==> src/rtl/sts_pkg.sv <==
// Package: shared constants and types for the timer scheduler.
`timescale 1ns / 1ps
package sts_pkg;
    localparam int MAX_TIMERS_DEF = 16;
    localparam logic [15:0] SCAN_PERIOD_RST = 16'd100;

    typedef enum logic [2:0] {
        OP_TICK   = 3'd0,
        OP_CREATE = 3'd1,
        OP_KILL   = 3'd2,
        OP_FIRE   = 3'd3,
        OP_MAP    = 3'd4
    } t_op;

    typedef enum logic [2:0] {
        EV_CREATED   = 3'd0,
        EV_FULL      = 3'd1,
        EV_ENDED     = 3'd2,
        EV_CONTINUES = 3'd3,
        EV_KILLED    = 3'd4,
        EV_NONE      = 3'd5
    } t_ev;

    typedef struct packed {
        logic [2:0]  operation;
        logic [15:0] elapsed;
        logic [3:0]  slot;
        logic [29:0] interval;
        logic        repeat_req;
        logic        kill_on_map_change;
        logic        delay_restart;
    } t_in;

    typedef struct packed {
        logic [2:0] event_res;
        logic [3:0] slot_res;
        logic       last;
    } t_out;
endpackage

==> src/rtl/sts_if.sv <==
// Interface: valid/ready channel carrying one item.
`timescale 1ns / 1ps
interface sts_if #(parameter type T = logic);
    logic valid;
    logic ready;
    T     data;
    modport source (output valid, output data, input ready);
    modport sink (input valid, input data, output ready);
    modport mon (input valid, input data, input ready);
endinterface

==> src/rtl/sts_out_reg.sv <==
// Output register: one-entry skid buffer for result items.
`timescale 1ns / 1ps
module sts_out_reg (
    input  logic             i_clk,
    input  logic             i_rst_n,
    input  logic             i_push,
    input  sts_pkg::t_out    i_data,
    output logic             o_full,
    sts_if.source            o_res
);
    import sts_pkg::*;
    logic r_valid;
    t_out r_data;

    assign o_full      = r_valid;
    assign o_res.valid = r_valid;
    assign o_res.data  = r_data;

    always_ff @(posedge i_clk) begin
        if (!i_rst_n) begin
            r_valid <= 1'b0;
        end else if (i_push) begin
            r_valid <= 1'b1;
        end else if (o_res.ready) begin
            r_valid <= 1'b0;
        end
        if (i_push) begin
            r_data <= i_data;
        end
    end
endmodule

==> src/rtl/software_timer_scheduler.sv <==
// Timer scheduler top level: control sequencer, time memory, slot flags.
// Use: items enter on i_cmd (operation and arguments); results leave on o_res,
// each with event_res, slot_res and last (set on an item's final result).
// scan_period is written through i_cfg_we/i_cfg_wdata; the user must write it
// only while idle, the block does not enforce it. One item at a time. A tick
// without scan goes through setup only; create and kill go through setup and
// the single-result state; fire-now adds a memory wait state between them. A
// tick with scan or a map change does selection passes: each pass walks all
// MAX_TIMERS slots through the due/period memory, one read a cycle unless the
// repeat pass is held. Setup comes first; the one-shot pass runs once per
// one-shot removed plus once, then the repeat pass once, then finish. The
// repeat pass holds while the output register is busy. The final result is
// held in a register so that last can be set on it.
// Reset empties the table and clears time; memory contents need no clearing.
// When the receiver stalls the sequencer waits on the full output register;
// i_cmd ready returns as the item's final result, if any, is pushed to it.
`timescale 1ns / 1ps
module software_timer_scheduler #(
    parameter int MAX_TIMERS = sts_pkg::MAX_TIMERS_DEF
) (
    input  logic        i_clk,
    input  logic        i_rst_n,
    input  logic        i_cfg_we,
    input  logic [15:0] i_cfg_wdata,
    sts_if.sink         i_cmd,
    sts_if.source       o_res
);
    import sts_pkg::*;
    localparam int SW = $clog2(MAX_TIMERS);

    typedef enum logic [6:0] {
        S_IDLE  = 7'b0000001,
        S_SETUP = 7'b0000010,
        S_WALK  = 7'b0000100,
        S_EMIT  = 7'b0001000,
        S_FWAIT = 7'b0010000,
        S_SINGL = 7'b0100000,
        S_FIN   = 7'b1000000
    } t_st;

    t_st r_st;
    logic [15:0] r_scan_period;
    logic [MAX_TIMERS-1:0] r_valid, r_rep, r_mk;
    logic [31:0] r_due [MAX_TIMERS];
    logic [29:0] r_per [MAX_TIMERS];
    logic [31:0] r_due_q;
    logic [29:0] r_per_q;
    logic [31:0] r_now, r_last_scan;
    t_in r_cmd;
    // phase 0: one-shot selection, phase 1: repeat walk
    logic r_phase;
    logic [SW:0] r_idx;
    logic [SW-1:0] r_rd_idx;
    logic r_rd_vld;
    logic r_found;
    logic [SW-1:0] r_best;
    logic [31:0] r_best_age;
    logic [3:0] r_sing_slot;
    logic [2:0] r_sing_ev;
    logic r_out_push;
    t_out r_out_data;
    // newest result of a walk, held until the next one shows it is not last
    logic r_pv;
    t_out r_pd;
    logic out_full;
    logic out_busy;
    logic walk_go;

    sts_out_reg u_out (
        .i_clk  (i_clk),
        .i_rst_n(i_rst_n),
        .i_push (r_out_push),
        .i_data (r_out_data),
        .o_full (out_full),
        .o_res  (o_res)
    );

    assign i_cmd.ready = (r_st == S_IDLE);
    assign out_busy    = out_full || r_out_push;
    assign walk_go     = !(r_phase && out_busy);

    logic [SW-1:0] rd_addr;
    logic          we;
    logic [SW-1:0] wr_addr;
    logic [31:0]   wr_due;
    logic [29:0]   wr_per;
    logic          wr_per_en;

    always_ff @(posedge i_clk) begin
        r_due_q <= r_due[rd_addr];
        r_per_q <= r_per[rd_addr];
        if (we) begin
            r_due[wr_addr] <= wr_due;
            if (wr_per_en) begin
                r_per[wr_addr] <= wr_per;
            end
        end
    end

    logic [31:0] age;
    logic        due_ok;
    logic [SW-1:0] first_free;
    logic          any_free;
    logic [SW-1:0] cslot;
    logic          slot_in;
    logic          known;
    logic [31:0]   since;

    assign age    = (r_now - r_due_q) ^ 32'h8000_0000;
    assign due_ok = age[31];
    assign cslot  = SW'(r_cmd.slot);
    assign slot_in = ({28'b0, r_cmd.slot} < 32'(MAX_TIMERS));
    assign known  = slot_in && r_valid[cslot];
    assign since  = r_now - r_last_scan;

    always_comb begin
        first_free = '0;
        any_free = 1'b0;
        for (int i = MAX_TIMERS - 1; i >= 0; i--) begin
            if (!r_valid[i]) begin
                first_free = SW'(i);
                any_free = 1'b1;
            end
        end
    end

    // memory access mux; a held walk re-reads the entry under test
    always_comb begin
        rd_addr = r_idx[SW-1:0];
        if (r_st == S_IDLE || r_st == S_SETUP) begin
            rd_addr = cslot;
        end else if (r_st == S_WALK && !walk_go) begin
            rd_addr = r_rd_idx;
        end
        we = 1'b0;
        wr_addr = r_rd_idx;
        wr_due = r_now + {2'b0, r_per_q};
        wr_per = r_cmd.interval;
        wr_per_en = 1'b0;
        if (r_st == S_SETUP && t_op'(r_cmd.operation) == OP_CREATE && any_free) begin
            we = 1'b1;
            wr_addr = first_free;
            wr_due = r_now + {2'b0, r_cmd.interval};
            wr_per_en = 1'b1;
        end else if (r_st == S_FWAIT && r_cmd.delay_restart && known && r_rep[cslot]) begin
            we = 1'b1;
            wr_addr = cslot;
        end else if (r_st == S_WALK && r_phase && r_rd_vld && !r_cmd.operation[2]
                     && r_valid[r_rd_idx] && r_rep[r_rd_idx] && due_ok && !out_busy) begin
            we = 1'b1;
        end
    end

    always_ff @(posedge i_clk) begin
        if (!i_rst_n) begin
            r_st <= S_IDLE;
            r_scan_period <= SCAN_PERIOD_RST;
            r_valid <= '0;
            r_rep <= '0;
            r_mk <= '0;
            r_now <= '0;
            r_last_scan <= '0;
            r_out_push <= 1'b0;
            r_pv <= 1'b0;
        end else begin
            r_out_push <= 1'b0;
            if (i_cfg_we) begin
                r_scan_period <= i_cfg_wdata;
            end
            unique case (r_st)
                S_IDLE: begin
                    if (i_cmd.valid) begin
                        r_cmd <= i_cmd.data;
                        r_st <= S_SETUP;
                        if (t_op'(i_cmd.data.operation) == OP_TICK) begin
                            r_now <= r_now + {16'b0, i_cmd.data.elapsed};
                        end
                    end
                end
                S_SETUP: begin
                    r_phase <= 1'b0;
                    r_idx <= '0;
                    r_rd_vld <= 1'b0;
                    r_found <= 1'b0;
                    unique case (r_cmd.operation)
                        OP_TICK: begin
                            if (!since[31] && since >= {16'b0, r_scan_period}) begin
                                r_last_scan <= r_now;
                                r_st <= S_WALK;
                            end else begin
                                r_st <= S_IDLE;
                            end
                        end
                        OP_CREATE: begin
                            if (any_free) begin
                                r_valid[first_free] <= 1'b1;
                                r_rep[first_free] <= r_cmd.repeat_req;
                                r_mk[first_free] <= r_cmd.kill_on_map_change;
                                r_sing_ev <= EV_CREATED;
                                r_sing_slot <= 4'(first_free);
                            end else begin
                                r_sing_ev <= EV_FULL;
                                r_sing_slot <= '0;
                            end
                            r_st <= S_SINGL;
                        end
                        OP_KILL: begin
                            r_sing_slot <= r_cmd.slot;
                            if (known) begin
                                r_valid[cslot] <= 1'b0;
                                r_sing_ev <= EV_KILLED;
                            end else begin
                                r_sing_ev <= EV_NONE;
                            end
                            r_st <= S_SINGL;
                        end
                        OP_FIRE: begin
                            r_st <= S_FWAIT;
                        end
                        OP_MAP: begin
                            r_st <= S_WALK;
                        end
                        default: r_st <= S_IDLE;
                    endcase
                end
                S_FWAIT: begin
                    // memory data for cslot is valid here
                    r_sing_slot <= r_cmd.slot;
                    if (!known) begin
                        r_sing_ev <= EV_NONE;
                    end else if (!r_rep[cslot]) begin
                        r_valid[cslot] <= 1'b0;
                        r_sing_ev <= EV_ENDED;
                    end else begin
                        r_sing_ev <= EV_CONTINUES;
                    end
                    r_st <= S_SINGL;
                end
                S_SINGL: begin
                    if (!out_busy) begin
                        r_out_push <= 1'b1;
                        r_out_data <= '{event_res: r_sing_ev, slot_res: r_sing_slot,
                                        last: 1'b1};
                        r_st <= S_IDLE;
                    end
                end
                S_WALK: begin
                    // hold the repeat walk while the output register is busy
                    if (walk_go) begin
                        r_rd_vld <= (r_idx < (SW+1)'(MAX_TIMERS));
                        r_rd_idx <= r_idx[SW-1:0];
                        if (r_idx < (SW+1)'(MAX_TIMERS)) begin
                            r_idx <= r_idx + (SW+1)'(1);
                        end
                        if (r_rd_vld) begin
                            if (!r_phase) begin
                                if (r_valid[r_rd_idx] && !r_rep[r_rd_idx]
                                    && (r_cmd.operation[2] ? r_mk[r_rd_idx] : due_ok)
                                    && (!r_found || age > r_best_age)) begin
                                    r_found <= 1'b1;
                                    r_best <= r_rd_idx;
                                    r_best_age <= age;
                                end
                            end else if (r_valid[r_rd_idx] && r_rep[r_rd_idx]
                                         && (r_cmd.operation[2] ? r_mk[r_rd_idx] : due_ok)) begin
                                if (r_cmd.operation[2]) begin
                                    r_valid[r_rd_idx] <= 1'b0;
                                end
                                if (r_pv) begin
                                    r_out_push <= 1'b1;
                                    r_out_data <= r_pd;
                                end
                                r_pv <= 1'b1;
                                r_pd <= '{event_res: r_cmd.operation[2] ? EV_KILLED
                                                                       : EV_CONTINUES,
                                          slot_res: 4'(r_rd_idx), last: 1'b0};
                            end
                        end else if (r_idx == (SW+1)'(MAX_TIMERS)) begin
                            r_st <= r_phase ? S_FIN : S_EMIT;
                        end
                    end
                end
                S_EMIT: begin
                    if (!out_busy) begin
                        r_idx <= '0;
                        r_rd_vld <= 1'b0;
                        r_found <= 1'b0;
                        r_st <= S_WALK;
                        if (r_found) begin
                            r_valid[r_best] <= 1'b0;
                            if (r_pv) begin
                                r_out_push <= 1'b1;
                                r_out_data <= r_pd;
                            end
                            r_pv <= 1'b1;
                            r_pd <= '{event_res: r_cmd.operation[2] ? EV_KILLED : EV_ENDED,
                                      slot_res: 4'(r_best), last: 1'b0};
                        end else begin
                            r_phase <= 1'b1;
                        end
                    end
                end
                S_FIN: begin
                    // the held result is the item's final one
                    if (!r_pv) begin
                        r_st <= S_IDLE;
                    end else if (!out_busy) begin
                        r_out_push <= 1'b1;
                        r_out_data <= '{event_res: r_pd.event_res, slot_res: r_pd.slot_res,
                                        last: 1'b1};
                        r_pv <= 1'b0;
                        r_st <= S_IDLE;
                    end
                end
                default: r_st <= S_IDLE;
            endcase
        end
    end
endmodule

==> src/flat_wrapper.sv <==
// flat-port wrapper written by rule: the top's interface ports become plain ports
module software_timer_scheduler_flat import sts_pkg::*;
#(
    parameter int MAX_TIMERS = sts_pkg::MAX_TIMERS_DEF
)
  (i_clk, i_rst_n, i_cfg_we, i_cfg_wdata, i_cmd_valid, i_cmd_data, i_cmd_ready, o_res_valid, o_res_data, o_res_ready);
  sts_if #(.T(t_in)) i_cmd_i ();
  sts_if #(.T(t_out)) o_res_i ();
  input  logic i_clk;
  input  logic i_rst_n;
  input  logic i_cfg_we;
  input  logic [15:0] i_cfg_wdata;
  input wire logic [$bits(i_cmd_i.valid)-1:0] i_cmd_valid;
  input wire logic [$bits(i_cmd_i.data)-1:0] i_cmd_data;
  output wire logic [$bits(i_cmd_i.ready)-1:0] i_cmd_ready;
  output wire logic [$bits(o_res_i.valid)-1:0] o_res_valid;
  output wire logic [$bits(o_res_i.data)-1:0] o_res_data;
  input wire logic [$bits(o_res_i.ready)-1:0] o_res_ready;
  assign i_cmd_i.valid = i_cmd_valid;
  assign i_cmd_i.data = i_cmd_data;
  assign i_cmd_ready = i_cmd_i.ready;
  assign o_res_valid = o_res_i.valid;
  assign o_res_data = o_res_i.data;
  assign o_res_i.ready = o_res_ready;
  software_timer_scheduler #(.MAX_TIMERS(MAX_TIMERS)) u_core (.i_clk(i_clk), .i_rst_n(i_rst_n), .i_cfg_we(i_cfg_we), .i_cfg_wdata(i_cfg_wdata), .i_cmd(i_cmd_i), .o_res(o_res_i));
endmodule
==> config.mk <==
export PLATFORM = sky130hd
export DESIGN_NAME = software_timer_scheduler_flat
export DESIGN_NICKNAME = d
export VERILOG_FILES = /design/src/rtl/sts_pkg.sv /design/src/rtl/sts_if.sv /design/src/rtl/sts_out_reg.sv /design/src/rtl/software_timer_scheduler.sv /design/src/flat_wrapper.sv
export SDC_FILE = /design/constraint.sdc
export NUM_CORES = 2
export LEC_CHECK = 0
export BUFFER_PORTS_ARGS = -buffer_cell sky130_fd_sc_hd__clkbuf_2
export CAP_MARGIN = 20
export CORE_MARGIN = 10
export CORE_UTILIZATION = 55
export CTS_CLUSTER_SIZE = 8
export DETAILED_ROUTE_END_ITERATION = 16
export GPL_ROUTABILITY_DRIVEN = 0
export PLACE_DENSITY = 0.77
export SYNTH_ARGS = -nofsm -noshare
export SYNTH_HDL_FRONTEND = slang
export SYNTH_SLANG_ARGS = --single-unit
export TNS_END_PERCENT = 1
==> constraint.sdc <==
create_clock -name i_clk -period 5.8 [get_ports i_clk]
set_input_delay 1.74 -clock i_clk [delete_from_list [all_inputs] [get_ports i_clk]]
set_output_delay 1.74 -clock i_clk [all_outputs]
set_load 0.1 [all_outputs]
==> run metrics <==
Final ANT Viol Nets 0; Yosys cell types 92; CTS buffer count 182; Hold Crit Start u_core.r_out_data[1]; Syn Area/Cell 15.2 um2; diode count 0; Leakage 23.3 nW; Final Hold Fails 0; largest family of logic cells by synthesized area multiplexers; post-synthesis mux area share 13.6%; Clock Latency Late Sink 0.78 ns; die height 344 um; Yosys reg bits 1310; routed vias 35507; HPWL after detailed placement 84800 um; dpl cells 5221; Synth Flop Type edfxtp_1; vias per cell 6.40; Worst R2R End u_core.r_last_scan[2]; Simple-Gate Fraction of Synth Area 6.38%; Layout Nets 4280; H-tree depth 4; Hold Slack 0.418 ns; Yosys warning count 0; r2r setup slk 0.35 ns; Int Pwr 18.1 mW; root buf cell clkbuf_16; register area share after synthesis 64.8%; total clock sinks 1310; FMAX 183 MHz; Sw Ratio 25.1%; R2R depth 20; CP Capture Type register; FP Rows 118; Routed WL per cell 26.7 um; hold crit path type register to register; Critical Setup Path Class register to register; residual DRC count 0; I/O pin total 87; Combinational Power Share 13.9%; fin crit period 5.45 ns; Routed WL 148000 um; crit path DAT 6.07 ns; Post-synth ARST share 0%; Setup Viol. Count Final 0; Worst Slack Setup Final 0.345 ns; Worst slew margin 25.1%; starting density of the core 55.5%; total power 24.1 mW; die width 344 um; IO Port Bufs 86; share of layout cells above drive strength 1 20.0%; Mapped Nets 4026; Slew Viols, Final 0; Switch Pwr 6.04 mW; vias in the first global route 35552; post-synthesis xor/xnor area fraction 1.37%; post-synth design cell area 57600 um2; Pre-Repair DR Iteration Count 8; Synth Area in Adders 3.63%; max cap viols 0; share of total power in the clock network 41.1%; total gr overflow 0; clock skew 0.0466 ns; Synth Area in Compound Gates 7.78%; Peak VDD IR 0.300 mV; Flop pwr share 45.0%; R2R Path Start u_core.r_now[4]; DP Worst Slack 0.0976 ns; Starting DRT DRC Count 4423; CORE AREA 104000 um2; Setup Buffers After CTS 0; CTS tree done; initial antenna violation count 1; Post-synth EDFFs 1110; Mapped Cells 3784; CP max FO 32; Power Density 365 nW/um2; Reg clk slew, reported paths 0.05 ns; die area 118000 um2; CTS max path bufs 3; CP required 6.42 ns; Worst Tran Pin Value 1.12 ns; largest net degree at the start of global routing 56; GRT Util Overall 24.8%; Layout Cells excl Fill 5547; first-pass GRT wire length 223000 um; hold worst-path end u_core.u_out.o_res.data[1]; cts-stage hold buffer count 0; hold depth 0; final period utilization 94.0%; status finished, final reports clean; CP startpoint kind register; Synth-to-Final Area Change 14.6%
[sequential cells by signal (all words and copies together) (netlist names), 6 cells and up]
name                     flops
u_core.r_rep                16
u_core.r_pd                  7
u_core.r_per_q              30
u_core.r_due_q              32
u_core.r_scan_period        16
u_core.r_best_age           32
u_core.r_due               512
u_core.r_mk                 16
u_core.r_now                32
u_core.r_valid              16
u_core.u_out.o_res.data      8
u_core.wr_per               30
u_core.r_out_data            8
u_core.r_cmd                 6
u_core.r_per               480
u_core.r_st                  7
u_core.r_last_scan          32
[Yosys cell counts, types with 14 or more instances]
master    instances  area (um2)
a21oi_1         230        1150
clkbuf_1         91         342
edfxtp_1       1110       33300
o211ai_1         23         173
o21a_1           27         203
o22ai_1          17         106
buf_2            53         265
xnor2_1          58         508
mux4_2          273        6150
and3_1           14        87.6
nor2b_1          91         569
o21bai_1         15         113
mux2_2           38         428
nor3_1           38         190
ha_1            161        2010
a31oi_1          16         100
nand4_1          28         175
xor2_1           32         280
a211oi_1         85         638
or3_1            16         100
mux2i_1         127        1270
nand3_1          48         240
nand2_1         177         664
nor2_1          223         837
inv_1           166         623
a21o_1           51         383
nand2b_1         38         238
dfxtp_1         200        4000
o21ai_0         121         606
[power by group through the flow]
stage	combinational, mW	clock (mW)	sequential, mW
after detailed placement	3.21	0	11.0
after global routing	3.61	10.4	10.8
after floorplan	2.27	0	10.9
after global placement	3.14	0	11.0
after CTS	3.30	10.0	10.8
final	3.36	9.90	10.8
[kinds of logic (layout without fill, tap and decap cells)]
logic type / Yosys count / in the layout
muxes: 438 / 438
adders and majority gates: 165 / 165
xor gates and xnor gates: 90 / 90
DFF: 1310 / 1310
buffers and inverters: 337 / 720
and+or+nand+nor: 746 / 746
AOI/OAI and AO/OA: 698 / 698
[how the worst max path moves through the flow]
stage	startpoint	to	slack [ns]	cells after the start
after floorplan	u_core.r_valid[1]	u_core.r_due[0][28]	0.24	22
after global placement	u_core.r_st[2]	u_core.r_due[13][28]	0.30	20
after detailed placement	u_core.r_st[2]	u_core.r_due[12][28]	0.1	20
after CTS	u_core.r_now[1]	u_core.r_best_age[4]	0.22	21
after global routing	u_core.r_now[1]	u_core.r_best_age[12]	-0.001	20
final	u_core.r_now[4]	u_core.r_last_scan[2]	0.35	20
[cell usage in the layout, fill, tap and decap left out, types with 9 or more instances in the layout]
cell type,Yosys,layout
xnor2_1,58,56
o21a_1,27,27
ha_1,161,161
o211ai_1,23,23
edfxtp_1,1110,1110
o22ai_1,17,17
mux4_2,273,273
o31ai_1,13,12
mux2i_1,127,127
buf_4,11,136
buf_12,0,14
a22o_1,9,9
or3_1,16,16
a21oi_1,230,227
o21bai_1,15,15
dfxtp_1,200,200
nand2b_1,38,38
nor3_1,38,37
o21ai_0,121,121
mux2_2,38,38
a211oi_1,85,84
inv_1,166,165
or2_2,10,10
xor2_1,32,32
nand2_1,177,176
a21o_1,51,51
and3_1,14,14
nor2b_1,91,91
nor2_1,223,190
nand4_1,28,28
clkbuf_16,0,188
clkbuf_2,0,86
a311oi_1,9,9
a31oi_1,16,16
nand3_1,48,48
nor2_4,0,33
clkbuf_1,91,115
[worst max-delay path, cell delays in order (launching register included)]
cell	delay [ns]
dfxtp_1	0.61
ha_1	0.38
a21o_1	0.20
a211o_1	0.28
o21a_4	0.22
o31ai_4	0.28
nor2b_1	0.26
o31ai_1	0.12
xor2_1	0.16
ha_1	0.21
a2111oi_2	0.33
o211ai_1	0.13
or4b_1	0.49
nor4_2	0.14
o211ai_1	0.13
nor4_2	0.27
nand4_1	0.27
o211ai_4	0.28
buf_12	0.26
mux2i_1	0.22
nor2_1	0.05
[cell type report]
cell class	instances	area (um2)
multi-input cells	2137	19300
fillers	6962	37700
clock inverters	9	200
well taps	1380	1730
flip-flops and latches	1310	37300
inverters	168	633
clock buffers	304	5150
repair buffers	239	1760
[routing by layer]
layer / global-route usage, % / wire length (um) / vias to the layer above
met5: 0 / 13 / -
met4: 9.93 / 5800 / 2
met3: 5.13 / 14400 / 353
met2: 40.2 / 71200 / 2166
met1: 32.9 / 56500 / 17703
li1: - / - / 15283
[metrics by stage]
| step | TNS [ns] | area (um2) | utilization [%] |
|---|---|---|---|
| final | 0 | 66100 | 63.6 |
| after CTS | 0 | 65900 | 63.5 |
| after global routing | -0.00789 | 66100 | 63.6 |
| after global placement | 0 | 60500 | 58.3 |
| after detailed placement | 0 | 60600 | 58.3 |
| after floorplan | 0 | 57600 | - |
[repair_timing]
item | in CTS | in global routing
endpoints found under the setup margin | 20 | 68
endpoints found under the hold margin | 0 | 0
resized for setup | 2 | 7
Note: power is estimated with default switching activity, not from simulation.
